$ cat src/rtl/core/mte_pkg.sv
// shared types and constants of the midi track event encoder
`default_nettype none

package mte_pkg;

  // action codes of an input item
  typedef enum logic [2:0] {
    ACT_NOTE_ON  = 3'd0,
    ACT_NOTE_OFF = 3'd1,
    ACT_PROGRAM  = 3'd2,
    ACT_CONTROL  = 3'd3,
    ACT_TEMPO    = 3'd4,
    ACT_END      = 3'd5
  } mte_action_t;

  // status and meta bytes
  localparam logic [7:0] ST_NOTE_ON  = 8'h90;
  localparam logic [7:0] ST_NOTE_OFF = 8'h80;
  localparam logic [7:0] ST_PROGRAM  = 8'hC0;
  localparam logic [7:0] ST_CONTROL  = 8'hB0;
  localparam logic [7:0] META_PREFIX = 8'hFF;
  localparam logic [7:0] META_TEMPO  = 8'h51;
  localparam logic [7:0] META_EOT    = 8'h2F;
  localparam logic [7:0] TEMPO_LEN   = 8'h03;
  localparam logic [6:0] DATA_MASK   = 7'h7F;

  localparam int unsigned VLQ_MAX = 5;
  localparam int unsigned EVT_MAX = 6;

  // one encoded event: delta bytes first, then event bytes, index 0 sent first
  typedef struct packed {
    logic [VLQ_MAX-1:0][7:0] vlq;
    logic [2:0]              vlq_n;
    logic [EVT_MAX-1:0][7:0] evt;
    logic [2:0]              evt_n;
  } mte_frame_t;

endpackage

`default_nettype wire

$ cat src/rtl/core/mte_encode.sv
// encode stage: delta time, variable-length quantity and event bytes into a frame register
`default_nettype none

module mte_encode (
  input  wire logic               clk,
  input  wire logic               rst_n,
  input  wire logic               in_valid,
  output logic                    in_stall,
  input  wire logic [2:0]         in_action,
  input  wire logic [31:0]        in_event_tick,
  input  wire logic [3:0]         in_midi_channel,
  input  wire logic [7:0]         in_first_data,
  input  wire logic [7:0]         in_second_data,
  input  wire logic [23:0]        in_tempo_us,
  input  wire logic               frame_take,
  output logic                    frame_vld,
  output mte_pkg::mte_frame_t     frame
);
  import mte_pkg::*;

  logic [31:0]       prev_tick_r, prev_tick_nxt;
  logic              frame_vld_r, frame_vld_nxt;
  mte_frame_t        frame_r, frame_nxt;
  logic              accept;
  logic              known;
  logic [31:0]       delta;
  logic [VLQ_MAX-1:0][6:0] grp;
  logic [2:0]        vlq_n;
  logic [2:0]        gi;
  logic [7:0]        d1;
  logic [7:0]        d2;

  // handshake
  assign in_stall = frame_vld_r && !frame_take;
  assign accept   = in_valid && !in_stall;
  assign known    = (in_action <= ACT_END);

  // delta split into 7-bit groups, least significant first
  assign delta = in_event_tick - prev_tick_r;
  assign grp[0] = delta[6:0];
  assign grp[1] = delta[13:7];
  assign grp[2] = delta[20:14];
  assign grp[3] = delta[27:21];
  assign grp[4] = {3'b000, delta[31:28]};

  // number of groups needed
  always_comb begin
    if (delta[31:28] != 4'd0) begin
      vlq_n = 3'd5;
    end else if (delta[27:21] != 7'd0) begin
      vlq_n = 3'd4;
    end else if (delta[20:14] != 7'd0) begin
      vlq_n = 3'd3;
    end else if (delta[13:7] != 7'd0) begin
      vlq_n = 3'd2;
    end else begin
      vlq_n = 3'd1;
    end
  end

  assign d1 = {1'b0, in_first_data[6:0] & DATA_MASK};
  assign d2 = {1'b0, in_second_data[6:0] & DATA_MASK};

  // frame contents
  always_comb begin
    frame_nxt = '0;
    gi        = '0;
    // big-endian groups, continuation bit on all but the final one
    for (int j = 0; j < VLQ_MAX; j++) begin
      gi = 3'(vlq_n - 3'(j) - 3'd1);
      if (3'(j) < vlq_n) begin
        frame_nxt.vlq[j] = {(3'(j) != 3'(vlq_n - 3'd1)), grp[gi]};
      end
    end
    frame_nxt.vlq_n = vlq_n;
    case (in_action)
      ACT_NOTE_ON: begin
        frame_nxt.evt[0] = ST_NOTE_ON | {4'h0, in_midi_channel};
        frame_nxt.evt[1] = d1;
        frame_nxt.evt[2] = d2;
        frame_nxt.evt_n  = 3'd3;
      end
      ACT_NOTE_OFF: begin
        frame_nxt.evt[0] = ST_NOTE_OFF | {4'h0, in_midi_channel};
        frame_nxt.evt[1] = d1;
        frame_nxt.evt[2] = 8'h00;
        frame_nxt.evt_n  = 3'd3;
      end
      ACT_PROGRAM: begin
        frame_nxt.evt[0] = ST_PROGRAM | {4'h0, in_midi_channel};
        frame_nxt.evt[1] = d1;
        frame_nxt.evt_n  = 3'd2;
      end
      ACT_CONTROL: begin
        frame_nxt.evt[0] = ST_CONTROL | {4'h0, in_midi_channel};
        frame_nxt.evt[1] = d1;
        frame_nxt.evt[2] = d2;
        frame_nxt.evt_n  = 3'd3;
      end
      ACT_TEMPO: begin
        frame_nxt.evt[0] = META_PREFIX;
        frame_nxt.evt[1] = META_TEMPO;
        frame_nxt.evt[2] = TEMPO_LEN;
        frame_nxt.evt[3] = in_tempo_us[23:16];
        frame_nxt.evt[4] = in_tempo_us[15:8];
        frame_nxt.evt[5] = in_tempo_us[7:0];
        frame_nxt.evt_n  = 3'd6;
      end
      default: begin
        // end of track: zero delta, then the end-of-track meta event
        frame_nxt.vlq    = '0;
        frame_nxt.vlq_n  = 3'd1;
        frame_nxt.evt[0] = META_PREFIX;
        frame_nxt.evt[1] = META_EOT;
        frame_nxt.evt[2] = 8'h00;
        frame_nxt.evt_n  = 3'd3;
      end
    endcase
  end

  // tick memory and frame valid
  always_comb begin
    prev_tick_nxt = prev_tick_r;
    frame_vld_nxt = frame_vld_r;
    if (frame_take) begin
      frame_vld_nxt = 1'b0;
    end
    if (accept && known) begin
      frame_vld_nxt = 1'b1;
      prev_tick_nxt = (in_action == ACT_END) ? 32'd0 : in_event_tick;
    end
  end

  always_ff @(posedge clk) begin
    if (!rst_n) begin
      prev_tick_r <= '0;
      frame_vld_r <= 1'b0;
    end else begin
      prev_tick_r <= prev_tick_nxt;
      frame_vld_r <= frame_vld_nxt;
    end
  end

  // frame payload
  always_ff @(posedge clk) begin
    if (accept && known) begin
      frame_r <= frame_nxt;
    end
  end

  assign frame_vld = frame_vld_r;
  assign frame     = frame_r;

endmodule

`default_nettype wire

$ cat src/rtl/core/mte_serialize.sv
// output stage: sends a frame one byte per cycle while out_stall is low and flags the final byte
`default_nettype none

module mte_serialize (
  input  wire logic               clk,
  input  wire logic               rst_n,
  input  wire logic               frame_vld,
  input  wire mte_pkg::mte_frame_t frame,
  output logic                    frame_take,
  output logic                    out_valid,
  input  wire logic               out_stall,
  output logic [7:0]              out_byte,
  output logic                    out_last_byte
);
  import mte_pkg::*;

  logic       ser_vld_r, ser_vld_nxt;
  logic [3:0] ser_idx_r, ser_idx_nxt;
  mte_frame_t ser_frame_r;
  logic [3:0] total;
  logic [3:0] evt_idx;
  logic       last;
  logic       out_acc;
  logic       load;

  assign total   = {1'b0, ser_frame_r.vlq_n} + {1'b0, ser_frame_r.evt_n};
  assign last    = (ser_idx_r == 4'(total - 4'd1));
  assign out_acc = ser_vld_r && !out_stall;
  assign load    = frame_vld && (!ser_vld_r || (out_acc && last));
  assign evt_idx = ser_idx_r - {1'b0, ser_frame_r.vlq_n};

  // byte select: delta bytes, then event bytes
  always_comb begin
    if (ser_idx_r < {1'b0, ser_frame_r.vlq_n}) begin
      out_byte = ser_frame_r.vlq[ser_idx_r[2:0]];
    end else begin
      out_byte = ser_frame_r.evt[evt_idx[2:0]];
    end
  end

  // index and valid
  always_comb begin
    ser_vld_nxt = ser_vld_r;
    ser_idx_nxt = ser_idx_r;
    if (load) begin
      ser_vld_nxt = 1'b1;
      ser_idx_nxt = 4'd0;
    end else if (out_acc) begin
      if (last) begin
        ser_vld_nxt = 1'b0;
      end else begin
        ser_idx_nxt = ser_idx_r + 4'd1;
      end
    end
  end

  always_ff @(posedge clk) begin
    if (!rst_n) begin
      ser_vld_r <= 1'b0;
      ser_idx_r <= '0;
    end else begin
      ser_vld_r <= ser_vld_nxt;
      ser_idx_r <= ser_idx_nxt;
    end
  end

  always_ff @(posedge clk) begin
    if (load) begin
      ser_frame_r <= frame;
    end
  end

  assign frame_take    = load;
  assign out_valid     = ser_vld_r;
  assign out_last_byte = last;

endmodule

`default_nettype wire

$ cat src/rtl/core/midi_track_event_encoder.sv
// top level of the midi track event encoder
//
//   channel  direction  handshake             payload
//   in_      input      in_valid / in_stall   action, event_tick, midi_channel,
//                                             first_data, second_data, tempo_us
//   out_     output     out_valid / out_stall out_byte, out_last_byte
//
// An event leaves as 3 to 11 bytes, one byte per cycle at the output port while
// out_stall is low (delta 1..5 plus event 2..6; end of track 4). The first byte
// passes the frame register and then the serializer's register before it shows.
// A frame register between encoder and serializer takes the next item while the
// current one is still sent. Unknown actions are accepted and give no bytes.
// rst_n is synchronous and clears the remembered tick and all valid flags.
// out_stall holds the current byte; in_stall rises only when the frame register
// is full and cannot move on.
`default_nettype none

module midi_track_event_encoder (
  input  wire logic        clk,
  input  wire logic        rst_n,
  input  wire logic        in_valid,
  output logic             in_stall,
  input  wire logic [2:0]  in_action,
  input  wire logic [31:0] in_event_tick,
  input  wire logic [3:0]  in_midi_channel,
  input  wire logic [7:0]  in_first_data,
  input  wire logic [7:0]  in_second_data,
  input  wire logic [23:0] in_tempo_us,
  output logic             out_valid,
  input  wire logic        out_stall,
  output logic [7:0]       out_byte,
  output logic             out_last_byte
);
  import mte_pkg::*;

  logic       frame_vld;
  logic       frame_take;
  mte_frame_t frame;

  // delta and event encoding
  mte_encode u_encode (
    .clk             (clk),
    .rst_n           (rst_n),
    .in_valid        (in_valid),
    .in_stall        (in_stall),
    .in_action       (in_action),
    .in_event_tick   (in_event_tick),
    .in_midi_channel (in_midi_channel),
    .in_first_data   (in_first_data),
    .in_second_data  (in_second_data),
    .in_tempo_us     (in_tempo_us),
    .frame_take      (frame_take),
    .frame_vld       (frame_vld),
    .frame           (frame)
  );

  // byte serializer
  mte_serialize u_serialize (
    .clk           (clk),
    .rst_n         (rst_n),
    .frame_vld     (frame_vld),
    .frame         (frame),
    .frame_take    (frame_take),
    .out_valid     (out_valid),
    .out_stall     (out_stall),
    .out_byte      (out_byte),
    .out_last_byte (out_last_byte)
  );

`ifndef SYNTHESIS
  // a known action always yields a pending frame
  a_frame_after_accept: assert property (@(posedge clk) disable iff (!rst_n)
    in_valid && !in_stall && (in_action <= ACT_END) |=> frame_vld)
    else $error("accepted event left no frame");

  // frame byte counts stay in their legal ranges
  a_frame_counts: assert property (@(posedge clk) disable iff (!rst_n)
    frame_vld |-> (frame.vlq_n >= 3'd1) && (frame.vlq_n <= 3'd5) &&
                  (frame.evt_n >= 3'd2) && (frame.evt_n <= 3'd6))
    else $error("frame byte count out of range");

  // output goes idle after a final byte when nothing is pending
  a_idle_after_last: assert property (@(posedge clk) disable iff (!rst_n)
    out_valid && !out_stall && out_last_byte && !frame_vld |=> !out_valid)
    else $error("output still valid after final byte");

  // a frame is only taken when present
  a_take_needs_frame: assert property (@(posedge clk) disable iff (!rst_n)
    frame_take |-> frame_vld)
    else $error("frame taken while empty");
`endif

endmodule

`default_nettype wire
$ cat config.mk
export PLATFORM = sky130hd
export DESIGN_NAME = midi_track_event_encoder
export DESIGN_NICKNAME = d
export VERILOG_FILES = /design/src/rtl/core/mte_pkg.sv /design/src/rtl/core/mte_encode.sv /design/src/rtl/core/mte_serialize.sv /design/src/rtl/core/midi_track_event_encoder.sv
export SDC_FILE = /design/constraint.sdc
export NUM_CORES = 1
export LEC_CHECK = 0
export BUFFER_PORTS_ARGS = -buffer_cell sky130_fd_sc_hd__buf_2
export CORE_ASPECT_RATIO = 0.75
export CORE_MARGIN = 2
export CORE_UTILIZATION = 55
export CTS_CLUSTER_DIAMETER = 120
export DETAILED_ROUTE_END_ITERATION = 6
export PLACE_DENSITY = 0.8
export SKIP_LAST_GASP = 1
export SLEW_MARGIN = 30
export SYNTH_ARGS = -nofsm -noshare
export SYNTH_HDL_FRONTEND = slang
export SYNTH_HIERARCHICAL = 1
export SYNTH_SLANG_ARGS = --single-unit
$ cat constraint.sdc
create_clock -name clk -period 11.05 [get_ports clk]
set_input_delay 1.105 -clock clk [delete_from_list [all_inputs] [get_ports clk]]
set_output_delay 1.105 -clock clk [all_outputs]
set_load 0.01 [all_outputs]
### Word level (Yosys, flattened, before mapping)

Cells that the tools add are included.

* flip-flop bits (word level): 226
* input port bits: 83
* output and inout port bits: 11
* logic and storage cells: 126

* $add $sub $neg: 13
* magnitude comparators: 14
* equality and inequality tests: 10
* muxes and demuxes: 27
* bitwise logic cells: 2
* reduce and logical (&&, ||, !) cells: 30

Operator list (number)
* $bmux W7 S3: 5
* $pmux W18 S5: 1
* $bmux W8 S3: 2
* $mux W7: 5
* $mux W32: 1
* $sub A32 B32 Y32: 1
* $lt A3 B4 Y1 const B: 7
* $mux W8: 3
* $reduce_bool A7 Y1: 3
* $sub A3 B1 Y3 const B: 5
* $pmux W7 S2: 1
* $reduce_and A2 Y1: 7
* $eq A3 B2 Y1 const B: 2
* $eq A3 B3 Y1 const B: 2
* $logic_and A1 B1 Y1: 6
* $lt A1 B3 Y1 const A: 2
* $lt A2 B3 Y1 const A: 2
* $mux W3: 2
* $ne A2 B3 Y1 const A: 2
* $reduce_bool A2 Y1: 3
* $sub A3 B2 Y3 const B: 2
* $mux W1: 5
* $reduce_or A5 Y1: 1
* $add A3 B3 Y4: 1
* other kinds (19): 25

### Depth between registers and ports, before layout

Gate-level depths: netlist of run 1.

* depth in word-level cells: 12
* mapped depth: 23
* depth with buffers taken out: 18

### Modules after synthesis

The synthesis of run 1 kept the hierarchy.

Modules (own cells, without submodules)
* mte_encode: times used 1, cells each 827, area each 7689.9 um2, seq. area each 3363.2 um2
* mte_serialize: times used 1, cells each 219, area each 4036.4 um2, seq. area each 2922.8 um2

### Worst setup path before layout of run 1

No wires, ideal clock.

* path kind: reg-to-reg
* from: reg u_serialize/ser_frame_r[52] in the netlist's numbering
* to: reg u_encode.frame_r, in the netlist u_encode/frame[0] (enable)
* setup time: 0.489 ns
* arrival time: 8.057 ns
* data required time: 10.561 ns
* path slack: 2.503 ns
* stages on the path, launching flop included: 16
* path buffers: 2
* period minus slack after synthesis: 8.547 ns
* cells stage by stage: edfxtp_1 inv_1 ha_1 inv_1 ha_1 inv_1 fa_1 xnor3_1 or4_4 o21ai_0 and2_1 nor2b_1 nand2b_1 clkbuf_1 inv_1 buf_1

* longest elaborated chain between the ends: 11

RTL lines
* start, declared: line mte_serialize.sv:19 `mte_frame_t ser_frame_r;`
* start signal, assigned: line mte_serialize.sv:69 `ser_frame_r <= frame;`
* $add A3 B3 Y4: line mte_serialize.sv:26 `assign total = {1'b0, ser_frame_r.vlq_n} + {1'b0, ser_frame_r.evt_n};`
* $sub A4 B1 Y4: line mte_serialize.sv:27 `assign last = (ser_idx_r == 4'(total - 4'd1));`
* $eq A4 B4 Y1: line mte_serialize.sv:27
* $logic_and A1 B1 Y1: line mte_serialize.sv:29 `assign load = frame_vld && (!ser_vld_r || (out_acc && last));`
* $logic_or A1 B1 Y1: line mte_serialize.sv:29
* $logic_and A1 B1 Y1: line mte_serialize.sv:29
* net frame_take: line midi_track_event_encoder.sv:37 `logic frame_take;`
* $logic_not A1 Y1: line mte_encode.sv:34 `assign in_stall = frame_vld_r && !frame_take;`
* $logic_and A1 B1 Y1: line mte_encode.sv:34
* net in_stall: line midi_track_event_encoder.sv:22 `output logic in_stall,`
* $logic_not A1 Y1: line mte_encode.sv:35 `assign accept = in_valid && !in_stall;`
* $logic_and A1 B1 Y1: line mte_encode.sv:35
* $logic_and A1 B1 Y1: line mte_encode.sv:146 `if (accept && known) begin`
* end signal, assigned: line mte_encode.sv:147 `frame_r <= frame_nxt;`
* end, declared: line mte_encode.sv:23 `mte_frame_t frame_r, frame_nxt;`

The timed path passes the listed nets, and every way through them passes these cells.
A chain may end at the register's enable or synchronous reset.

### Final worst setup path of run 1

* from: in in_event_tick[1]
* to: reg u_encode.frame_r, in the netlist u_encode/frame[66] (data pin)

* longest elaborated chain between the ends: 10
* elaborated cells between the ends (all ways): 15
* classes of those cells: add/sub (3); order compare (1); mux (6); reduce/logical (5)

RTL lines
* start, declared: line midi_track_event_encoder.sv:24 `input wire logic [31:0] in_event_tick,`
* $sub A32 B32 Y32 (*): line mte_encode.sv:39 `assign delta = in_event_tick - prev_tick_r;`
* $reduce_bool A7 Y1: line mte_encode.sv:54 `end else if (delta[13:7] != 7'd0) begin`
* $mux W2: line mte_encode.sv:54
* $mux W2: line mte_encode.sv:52 `end else if (delta[20:14] != 7'd0) begin`
* $mux W3: line mte_encode.sv:50 `end else if (delta[27:21] != 7'd0) begin`
* $mux W3 (*): line mte_encode.sv:48 `if (delta[31:28] != 4'd0) begin`
* net u_encode.vlq_n[1]: line mte_encode.sv:28 `logic [2:0] vlq_n;`
* $sub A3 B1 Y3 (2 in series): line mte_encode.sv:70 `gi = 3'(vlq_n - 3'(j) - 3'd1);`
* $bmux W7 S3: line mte_encode.sv:72 `frame_nxt.vlq[j] = {(3'(j) != 3'(vlq_n - 3'd1)), grp[gi]};`
* $mux W7 (implied by the code): line mte_encode.sv:72

Mark *: on every way through the listed nets, which the timed path passes. The rest lies on a longest branch. The select of a mux whose other input is x is not followed.

==> results of run 1 <==
==> worst register-to-register path, delay by kind of cell (launching register included) <==
kind,cells,cell delay [ns]
DFF,1,0.38
buffers and inverters,4,0.85
and+or+nand+nor,3,0.60
AOI/OAI and AO/OA,8,3.20
adders and majority gates,2,1.12
==> state kept, by name, indices dropped and copies added, names as in the netlist <==
signal and cells:
u_encode/prev_tick_r 32, u_serialize/ser_frame_r 94, u_encode/frame 90, u_serialize/ser_idx_r 4
u_encode/frame_vld 1, u_serialize/out_valid 1
==> cell families after synthesis <==
group	count (synthesis)
compound gates	253
xor+xnor	31
fa+ha+maj	46
buf+inv	121
flops	222
mux	40
other cells	2
simple gates	331
==> layout make-up <==
cell class                 count  area (um^2)
sequential                   222         6290
clock inverter                15          166
clock buffer                  26          587
tap                          288          360
multi-input combinational    706         4950
fill                        1635         7920
inverter                      62          245
timing repair buffer          96          493
==> per-layer routing <==
layer	up-vias	GRT usage, %	share of wire (%)
li1	3992	-	-
met1	3989	34.9	47
met2	328	36.9	45
met3	47	3.53	6.7
met4	0	5.58	2.1
met5	-	0	0
==> power by group through the flow <==
stage / Sequential [mW] / Clock, mW / Combinational, mW
after global placement: 1.02 / 0 / 0.402
final: 1.01 / 0.778 / 0.424
after detailed placement: 1.02 / 0 / 0.412
after global routing: 1.01 / 0.818 / 0.461
after floorplan: 1.02 / 0 / 0.296
after CTS: 1.01 / 0.787 / 0.416
==> synth_stat cells, drive strengths merged (12+ instances only) <==
cell,n,share of area [%]
clkbuf,39,1.4
and2,43,2.3
a21boi,35,2.2
nor3,14,0.60
nand2,102,3.3
buf,20,1.1
xnor2,14,1.0
a22oi,12,0.77
a211oi,15,0.96
a21o,13,0.83
mux2i,21,1.8
dfxtp,38,6.5
mux4,16,3.1
nand2b,12,0.64
nor2,63,2.0
inv,60,2.0
a21oi,67,3.1
edfxtp,184,47
o21ai,39,1.8
ha,43,4.6
nand3,45,1.9
xor2,16,1.2
==> per-stage QoR <==
step / utilization (%) / cells / area (um^2)
2_1_floorplan: - / 1049 / 11700
3_3_place_gp: 58.6 / 1374 / 12300
3_5_place_dp: 58.7 / 1374 / 12300
4_1_cts: 62.3 / 1415 / 13100
5_1_grt: 62.3 / 1415 / 13100
6_report: 62.3 / 1415 / 13100
==> final timing paths <==
path,startpoint,cells past startpoint,endpoint
setup / recovery,in_event_tick[1],17,u_encode/frame[66]
hold / removal,u_encode/frame[7],0,u_serialize/ser_frame_r[7]
setup reg to reg,u_encode/prev_tick_r[1],17,u_encode/frame[66]
hold reg to reg,u_encode/frame[7],0,u_serialize/ser_frame_r[7]
==> placed cells by master, fill, tap and decap left out, types with 6 or more instances in the layout <==
| cell | synthesis | routed |
|---|---|---|
| a211oi_1 | 15 | 15 |
| a21boi_0 | 35 | 35 |
| a21o_1 | 13 | 13 |
| a21oi_1 | 62 | 62 |
| a221oi_1 | 9 | 9 |
| a22oi_1 | 12 | 12 |
| a311oi_1 | 6 | 6 |
| a31oi_1 | 6 | 6 |
| and2_1 | 41 | 40 |
| and3_1 | 7 | 7 |
| buf_2 | 7 | 91 |
| clkbuf_16 | 0 | 23 |
| dfxtp_1 | 38 | 37 |
| edfxtp_1 | 184 | 184 |
| ha_1 | 43 | 42 |
| inv_1 | 58 | 57 |
| mux2i_1 | 21 | 21 |
| mux4_2 | 16 | 16 |
| nand2_1 | 102 | 102 |
| nand2b_1 | 12 | 12 |
| nand3_1 | 45 | 45 |
| nand4_1 | 10 | 10 |
| nor2_1 | 62 | 62 |
| nor2b_1 | 6 | 6 |
| nor3_1 | 14 | 13 |
| o211ai_1 | 7 | 7 |
| o21ai_0 | 29 | 29 |
| o21ai_1 | 7 | 6 |
| or2_2 | 6 | 6 |
| xnor2_1 | 14 | 14 |
| xor2_1 | 16 | 15 |
==> metrics.md, run 1 <==
| Metric | Value |
|---|---|
| Post-Synth Simple-Gate Area | `14.0%` |
| Max-slew headroom | `34.8%` |
| Initial DRC Count | `848` |
| Routed vias/inst | `5.91` |
| Clock share of power | `35.2%` |
| Antenna-violating nets left | `0` |
| Die W | `173 um` |
| Fraction of layout cells with a size suffix above 1 | `16.2%` |
| RSZ-0062 raised after global routing | `false` |
| Hold-fix buffers at CTS | `0` |
| Antenna Diode Count | `0` |
| Hold WC Path Type | `flop to flop` |
| Global-route wire length before repair | `42.0 mm` |
| Flop pwr share | `45.6%` |
| Async set-or-reset flop fraction in the synthesized netlist | `0%` |
| Post-synth EDFFs | `184` |
| Pins Over Slew Limit | `0` |
| Switching Fraction | `27.8%` |
| Total Power | `2.21 mW` |
| HPWL Detailed | `18.8 mm` |
| Crit-path most repeated cell | `ha_1` |
| Synth Warn # | `6` |
| Flop2flop setup slack | `4.61 ns` |
| CTS Sinks | `222` |
| Reg clk slew, reported paths | `0.06 ns` |
| H-tree depth | `1` |
| CP peak stage delay | `0.86 ns` |
| Mux share of post-synthesis cell area | `5.22%` |
| Cells after Synth | `1046` |
| Die height | `130 um` |
| Synth Cell Area | `11700 um^2` |
| Overall Global Routing Usage | `23.5%` |
| Lkg Pwr | `4.84 nW` |
| Main synth FF type | `edfxtp_1` |
| Tightest Pin Transition | `0.964 ns` |
| # resized after CTS | `0` |
| Clk_lat worst skew | `0.52 ns` |
| Adder-cell area share of the yosys netlist | `5.10%` |
| CP Capture Type | `flop` |
| Pwr Density | `169 nW/um^2` |
| Avg Inst Size Synth | `11.2 um^2` |
| Initial core utilization | `55.8%` |
| # Post-CTS Setup Buffers | `0` |
| Clock root buffer | `clkbuf_16` |
| Post-layout worst setup margin | `4.34 ns` |
| Internal | `1.59 mW` |
| Core footprint | `21000 um^2` |
| CTS Buffer Depth | `3` |
| Distinct cell type count of the synthesized netlist | `89` |
| Final period util | `60.7%` |
| Num rows | `46` |
| Clock skew | `0.0101 ns` |
| Crit-path slowest cell | `ha_1` |
| Fin crit period | `6.71 ns` |
| TritonCTS clock tree | `built` |
| Final wirelength | `26.9 mm` |
| Initial DRT Pass Iterations | `6` |
| Maximum Capacitance Violations | `0` |
| Maximum operating frequency | `0.149 GHz` |
| Num CTS Buffers | `23` |
| Routed len/inst | `19.0 um` |
| Final setup TNS | `0 ns` |
| NumNets Final | `1240` |
| Final hold vios | `0` |
| Worst-path fanout max | `24` |
| Worst path required time | `11.29 ns` |
| Pin count of the biggest net entering global routing | `70` |
| Post-synthesis compound-gate area fraction | `15.1%` |
| Cell family with most CP delay | `compound AO/OA/AOI/OAI gates` |
| CP arrival | `6.95 ns` |
| Area grow syn2layout | `11.6%` |
| Vias in the first global route | `7753` |
| Largest family of logic cells by synthesized area | `compound AO/OA/AOI/OAI gates` |
| Register bit total from synthesis | `222` |
| PortBufs | `91` |
| IR drop worst, VDD | `0.000120 V` |
| Startpoint class of the critical path | `primary input` |
| Register area share after synthesis | `53.6%` |
| Vias | `8356` |
| Total gr overflow | `0` |
| Worst setup path class | `primary input to flop` |
| Die area | `22500 um^2` |
| Pre-CTS WS | `4.03 ns` |
| Combinational share of power | `19.2%` |
| Worst hold margin | `0.411 ns` |
| Critical path buffer and inverter count | `4` |
| Number of remaining DRC errors | `0` |
| Worst-path cell chain | `buf_2 > ha_1 > nor2b_1 > o2111ai_1 > a2111o_1 > a311o_1 > a211o_1 > a221oi_1 > nor4bb_2 > buf_4 > and2_0 > o21ai_0 > inv_1 > ha_1 > inv_2 > o211a_1 > a311oi_1` |
| Final setup viols | `0` |
| IO Pins | `94` |
| P_sw | `0.614 mW` |
| Placer Congestion | `0.953` |
| Post-synthesis xor/xnor area fraction | `2.43%` |
| Initial antenna violation count | `0` |
| Status | `completed` |
Power figures use the tool's default switching activity.
==> run 2: changes to the inputs <==
--- a/config.mk
+++ b/config.mk
@@ -5,13 +5,14 @@
 export SDC_FILE = /design/constraint.sdc
 export NUM_CORES = 1
 export LEC_CHECK = 0
+export ABC_AREA = 1
 export BUFFER_PORTS_ARGS = -buffer_cell sky130_fd_sc_hd__buf_2
 export CORE_ASPECT_RATIO = 0.75
 export CORE_MARGIN = 2
 export CORE_UTILIZATION = 55
 export CTS_CLUSTER_DIAMETER = 120
 export DETAILED_ROUTE_END_ITERATION = 6
-export PLACE_DENSITY = 0.8
+export PLACE_DENSITY = 0.83
 export SKIP_LAST_GASP = 1
 export SLEW_MARGIN = 30
 export SYNTH_ARGS = -nofsm -noshare
==> constraint.sdc (replaced) <==
create_clock -name clk -period 5.4 [get_ports clk]
set_input_delay 0.54 -clock clk [delete_from_list [all_inputs] [get_ports clk]]
set_output_delay 0.54 -clock clk [all_outputs]
set_load 0.01 [all_outputs]
==> metrics.md, run 2 <==
| Metric | Value |
|---|---|
| Antenna-violating nets left | `0` |
| Max-slew headroom | `46.5%` |
| Distinct cell type count of the synthesized netlist | `42` |
| Tightest Pin Transition | `0.797 ns` |
| # resized after CTS | `0` |
| HPWL Detailed | `23.0 mm` |
| Number of remaining DRC errors | `0` |
| Num CTS Buffers | `22` |
| IR drop worst, VDD | `0.000248 V` |
| Die height | `134 um` |
| Pin count of the biggest net entering global routing | `83` |
| Initial DRT Pass Iterations | `5` |
| Most common cell after layout, fill and taps aside | `nand2_1` |
| CP Capture Type | `flop` |
| Startpoint class of the critical path | `flop` |
| Hold Crit Endpoint | `u_encode/frame[6]` |
| Reg clk slew, reported paths | `0.06 ns` |
| Area grow syn2layout | `11.5%` |
| Hold_sp | `in_midi_channel[3]` |
| Worst setup path class | `flop to flop` |
| Final setup viols | `0` |
| Synth Warn # | `6` |
| Total Power | `4.52 mW` |
| Reg2Reg Capture Point | `u_encode/frame[67]` |
| Routed vias/inst | `5.45` |
| Crit-path most repeated cell | `nand2_1` |
| Fin crit period | `4.47 ns` |
| Die area | `23900 um^2` |
| PortBufs | `91` |
| Max reg flops | `94` |
| Worst setup path startpoint | `u_encode/prev_tick_r[6]` |
| Worst-path cell chain | `inv_1 > ha_1 > nand2_1 > nor2_1 > nand3_1 > nand2_1 > nand2_1 > nand2_1 > nand3_1 > nand2_1 > nand2_1 > nand2_1 > nand2_1 > nor2_4 > buf_4 > nand2_2 > inv_2 > ha_1 > inv_1 > nand3_1 > nand2_1 > o211ai_1 > a21oi_1` |
| Register bit total from synthesis | `222` |
| Pins Over Slew Limit | `0` |
| Final period util | `82.9%` |
| Num rows | `47` |
| Overall Global Routing Usage | `26.7%` |
| Most frequent cell after synthesis | `nand2_1` |
| Top cells by area, synth | `edfxtp_1, nand2_1, inv_1` |
| Synth Cell Area | `12500 um^2` |
| CP arrival | `4.78 ns` |
| Total gr overflow | `0` |
| Vias in the first global route | `9494` |
| Fraction of layout cells with a size suffix above 1 | `11.8%` |
| Flop2flop setup slack | `0.93 ns` |
| Hold WC Path Type | `primary input to flop` |
| IO Pins | `94` |
| Worst R2R Start | `u_encode/prev_tick_r[6]` |
| Async set-or-reset flop fraction in the synthesized netlist | `0%` |
| Most frequent cells in the layout | `nand2_1, inv_1, edfxtp_1, nor2_1, nand3_1` |
| Maximum operating frequency | `0.223 GHz` |
| Post-DP Area | `13200 um^2` |
| Initial DRC Count | `1110` |
| Final hold vios | `0` |
| Placer Congestion | `0.929` |
| Main synth FF type | `edfxtp_1` |
| Top flop regs | `u_serialize/ser_frame_r: 94 flops, u_encode/frame: 90 flops, u_encode/prev_tick_r: 32 flops` |
| Global-route wire length before repair | `49.9 mm` |
| Synth top area share | `44.2%` |
| Cells after Synth | `1513` |
| CP peak stage delay | `0.44 ns` |
| Final setup TNS | `0 ns` |
| Maximum Capacitance Violations | `0` |
| Hold-fix buffers at CTS | `0` |
| # Post-CTS Setup Buffers | `0` |
| TritonCTS clock tree | `built` |
| Worst Hold Depth | `2` |
| H-tree depth | `1` |
| Lkg Pwr | `6.36 nW` |
| Design area | `13900 um^2` |
| Clk_lat worst skew | `0.51 ns` |
| Routed len/inst | `16.5 um` |
| Worst-path fanout max | `21` |
| Avg Inst Size Synth | `8.25 um^2` |
| Status | `completed` |
| Vias | `10.4k` |
| Clock root buffer | `clkbuf_16` |
| CTS Sinks | `222` |
| Pwr Density | `325 nW/um^2` |
| NumNets Final | `1727` |
| CTS Buffer Depth | `3` |
| Crit-path slowest cell | `ha_1` |
| Largest Register | `u_serialize/ser_frame_r` |
| Worst path required time | `5.71 ns` |
| Final wirelength | `31.4 mm` |
| RSZ-0062 raised after global routing | `false` |
| Die W | `178 um` |
| Initial core utilization | `56.3%` |
| Synth cell count leaders | `nand2_1, inv_1, edfxtp_1, nor2_1, nand3_1` |
| Area leader, netlist | `edfxtp_1` |
| Core footprint | `22200 um^2` |
| Post-synth EDFFs | `184` |
| Initial antenna violation count | `0` |
| Worst reg2reg path depth | `23` |
| Register area share after synthesis | `50.3%` |
| Clock skew | `0.0115 ns` |
==> run 2: cell types whose count changed in the layout (fill, tap and decap cells not counted), moves of 13 or more <==
| cell | change |
|---|---|
| a211oi_1 | -15 |
| a21oi_1 | +14 |
| a21o_1 | -13 |
| nand3_1 | +49 |
| xnor2_1 | -13 |
| o22ai_1 | +15 |
| a21boi_0 | -34 |
| nand2_1 | +301 |
| mux4_2 | -16 |
| nand3b_1 | +36 |
| nor2_1 | +91 |
| inv_1 | +194 |
| and2_1 | -40 |
==> run 2: layout make-up <==
cell class              count  area [um^2]
fillers                  1834         8250
flip-flops and latches    222         6290
multi-input cells         983         4970
inverters                 267         1010
clock buffers              28          614
repair buffers            102          554
well taps                 294          368
clock inverters            12          119
diodes                      1         2.50
==> run 2: cell families after synthesis <==
kind of cell | synth area share (%)
muxes | 0.802
and+or+nand+nor | 25.8
DFF | 50.3
adders and majority gates | 4.79
other | 0.0601
AOI/OAI and AO/OA | 7.18
xor gates and xnor gates | 1.04
buffers and inverters | 10.0
==> run 2: worst max-delay path, delay by kind of cell (launching register included) <==
| family | cells | cell delay (ns) |
|---|---|---|
| fa+ha+maj | 2 | 0.73 |
| buf+inv | 4 | 0.78 |
| simple gates | 15 | 2.05 |
| flops | 1 | 0.33 |
| compound gates | 2 | 0.38 |
==> run 2: stage by stage <==
step	cells	worst slack (ns)	util, %	hold WS [ns]
after CTS	1908	1.12	62.8	0.278
after detailed placement	1868	0.837	59.5	0.405
after global placement	1868	0.972	59.5	0.402
after floorplan	1516	0.424	-	0.400
after global routing	1908	0.610	62.8	0.286
final	1909	0.926	62.8	0.291
==> run 2: worst max path at each step <==
stage                     cells after the start                      end
final                                        23       u_encode/frame[67]
after global routing                         23       u_encode/frame[67]
after CTS                                    24       u_encode/frame[65]
after detailed placement                     26       u_encode/frame[67]
after global placement                       26       u_encode/frame[67]
after floorplan                              18  u_encode/prev_tick_r[0]
==> run 2: routing by layer <==
metal / up-vias / track usage (%) / share of wire [%]
met3: 63 / 4.25 / 10
met2: 519 / 39.6 / 42
met4: 0 / 5.69 / 2.2
met1: 4777 / 41.5 / 45
met5: - / 0 / 0
li1: 5036 / - / -
==> run 2: power by group <==
part | internal [mW] | leakage [nW] | switching, mW
Combinational | 0.286 | 3.94 | 0.637
Sequential | 2.02 | 2.06 | 0.0393
Clock | 0.905 | 0.365 | 0.642
==> run 3: changes to the inputs <==
--- a/config.mk
+++ b/config.mk
@@ -5,14 +5,14 @@
 export SDC_FILE = /design/constraint.sdc
 export NUM_CORES = 1
 export LEC_CHECK = 0
-export ABC_AREA = 1
+export ABC_AREA = 0
 export BUFFER_PORTS_ARGS = -buffer_cell sky130_fd_sc_hd__buf_2
 export CORE_ASPECT_RATIO = 0.75
 export CORE_MARGIN = 2
 export CORE_UTILIZATION = 55
 export CTS_CLUSTER_DIAMETER = 120
 export DETAILED_ROUTE_END_ITERATION = 6
-export PLACE_DENSITY = 0.83
+export PLACE_DENSITY = 0.8
 export SKIP_LAST_GASP = 1
 export SLEW_MARGIN = 30
 export SYNTH_ARGS = -nofsm -noshare
==> constraint.sdc (replaced) <==
create_clock -name clk -period 4.6 [get_ports clk]
set_input_delay 0.46 -clock clk [delete_from_list [all_inputs] [get_ports clk]]
set_output_delay 0.46 -clock clk [all_outputs]
set_load 0.01 [all_outputs]
==> metrics.md, run 3 (synthesis results as in run 1) <==
| Metric | Value |
|---|---|
| Total gr overflow | `0` |
| Worst Hold Depth | `2` |
| Routed len/inst | `18.2 um` |
| Global-route wire length before repair | `43.0 mm` |
| Vias in the first global route | `8122` |
| Crit-path slowest cell | `a2111o_1` |
| CTS Sinks | `222` |
| Final hold vios | `0` |
| Most frequent cells in the layout | `edfxtp_1, nand2_1, buf_4, buf_2, nor2_1` |
| Hold-fix buffers at CTS | `0` |
| Antenna-violating nets left | `0` |
| Routed vias/inst | `5.79` |
| Initial core utilization | `55.8%` |
| Filler cells | `1532` |
| Fraction of layout cells with a size suffix above 1 | `24.1%` |
| Worst hold margin | `0.203 ns` |
| Die height | `130 um` |
| Lkg Pwr | `5.32 nW` |
| Pwr Density | `388 nW/um^2` |
| Worst setup path class | `flop to flop` |
| Pin count of the biggest net entering global routing | `51` |
| Initial antenna violation count | `0` |
| Clk_lat worst skew | `0.52 ns` |
| PortBufs | `91` |
| Initial DRT Pass Iterations | `5` |
| Final Util | `66.3%` |
| Top flop regs | `u_serialize/ser_frame_r: 94 flops, u_encode/frame: 90 flops, u_encode/prev_tick_r: 32 flops` |
| Max-slew headroom | `41.2%` |
| Worst-path cell chain | `inv_1 > ha_1 > nor2b_2 > o2111ai_2 > a2111o_1 > a311o_1 > a211o_1 > a221oi_2 > buf_4 > nor4bb_4 > buf_4 > and2_4 > buf_4 > ha_4 > nand2_1 > a21oi_2 > o21ai_0 > o32ai_2` |
| Fin crit period | `4.43 ns` |
| HPWL Detailed | `20.2 mm` |
| Reg2Reg Capture Point | `u_encode/frame[73]` |
| CP arrival | `4.75 ns` |
| Reg clk slew, reported paths | `0.06 ns` |
| Final period util | `96.4%` |
| Post-DP Area | `13100 um^2` |
| Largest Register | `u_serialize/ser_frame_r` |
| Hold Crit Endpoint | `u_encode/frame[5]` |
| Flop2flop setup slack | `0.17 ns` |
| Max reg flops | `94` |
| Clock skew | `0.0143 ns` |
| Maximum Capacitance Violations | `0` |
| Initial DRC Count | `883` |
| Worst-path fanout max | `5` |
| NumNets Final | `1334` |
| Die W | `173 um` |
| Final setup TNS | `0 ns` |
| Hold WC Path Type | `primary input to flop` |
| Design area | `13900 um^2` |
| TritonCTS clock tree | `built` |
| Maximum operating frequency | `0.226 GHz` |
| Num CTS Buffers | `23` |
| Placed insts | `1467` |
| Final setup viols | `0` |
| Cell Count, Final, Fillers Out | `1509` |
| Number of remaining DRC errors | `0` |
| CP Capture Type | `flop` |
| H-tree depth | `1` |
| Worst path required time | `4.91 ns` |
| Overall Global Routing Usage | `23.9%` |
| Crit-path most repeated cell | `buf_4` |
| Tightest Pin Transition | `0.876 ns` |
| RSZ-0062 raised after global routing | `true` |
| Die area | `22500 um^2` |
| Worst setup path startpoint | `u_encode/prev_tick_r[1]` |
| Worst reg2reg path depth | `18` |
| Most common cell after layout, fill and taps aside | `edfxtp_1` |
| CTS Buffer Depth | `3` |
| Clock root buffer | `clkbuf_16` |
| Num rows | `46` |
| Startpoint class of the critical path | `flop` |
| Core footprint | `21000 um^2` |
| Final wirelength | `27.4 mm` |
| Status | `completed` |
| IR drop worst, VDD | `0.000288 V` |
| Hold_sp | `in_midi_channel[2]` |
| Area grow syn2layout | `18.8%` |
| Placer Congestion | `0.950` |
| CP peak stage delay | `0.54 ns` |
| IO Pins | `94` |
| Vias | `8738` |
| Worst R2R Start | `u_encode/prev_tick_r[1]` |
| Pins Over Slew Limit | `0` |
## run 3: cell count changes in the layout (fill, tap and decap cells not counted), moves of 34 or more
cell / previous run / this run
buf_4: 9 / 97
nand3b_1: 37 / 1
inv_1: 251 / 56
nand2_1: 403 / 101
nor2_1: 153 / 62
and2_1: 0 / 40
a21boi_0: 1 / 35
nand3_1: 94 / 44
## run 3: final cells by class
class | count | area [um^2] | area share [%]
Antenna cell | 1 | 2.50 | 0.0180
Clock buffer | 26 | 587 | 4.21
Clock inverter | 14 | 140 | 1.01
Inverter | 62 | 245 | 1.76
Multi-Input combinational cell | 706 | 5090 | 36.5
Sequential cell | 222 | 6290 | 45.1
Tap cell | 288 | 360 | 2.59
Timing Repair Buffer | 190 | 1220 | 8.78
## run 3: worst max-delay path by stage
stage                     cells after the start  slack, ns                  to
after global routing                         18      -0.08  u_encode/frame[73]
final                                        18       0.17  u_encode/frame[73]
after CTS                                    17       0.02  u_encode/frame[67]
after detailed placement                     18      -0.29  u_encode/frame[62]
after global placement                       18      -0.21  u_encode/frame[86]
after floorplan                              15       0.03   u_encode/frame[0]
## run 3: stage by stage
stage	setup slack (ns)	total power, mW
6_report	0.166	5.40
5_1_grt	-0.0793	5.61
4_1_cts	0.0199	5.39
3_5_place_dp	-0.294	3.60
3_3_place_gp	-0.209	3.58
2_1_floorplan	0.0287	3.16
## run 3: metal layers
| layer | GRT usage [%] | share of wire (%) | vias up |
|---|---|---|---|
| met5 | 0 | 0 | - |
| met4 | 6.08 | 2.2 | 0 |
| met3 | 3.50 | 7.3 | 53 |
| met2 | 35.7 | 43 | 363 |
| met1 | 36.9 | 47 | 4145 |
| li1 | - | - | 4177 |
## run 3: critical path, delay by kind of cell, from the launching register on
kind	cells	cell delay, ns
compound gates	8	2.39
buf+inv	4	0.54
flops	1	0.32
simple gates	4	0.45
fa+ha+maj	2	0.55
## run 3: power breakdown
group / switching (mW) / internal (mW) / total, mW / leakage (nW)
Combinational: 0.700 / 0.501 / 1.20 / 2.91
Clock: 0.751 / 1.04 / 1.79 / 0.361
Sequential: 0.0444 / 2.37 / 2.41 / 2.04
Total: 1.49 / 3.91 / 5.40 / 5.32
## run 3: timing repair
action | 4_1_cts | 5_1_grt
endpoints found under the setup margin | 4 | 27
cloned | 0 | 0
buffers inserted | 0 | 1
gates resized for setup | 4 | 19
pin swaps | 0 | 9
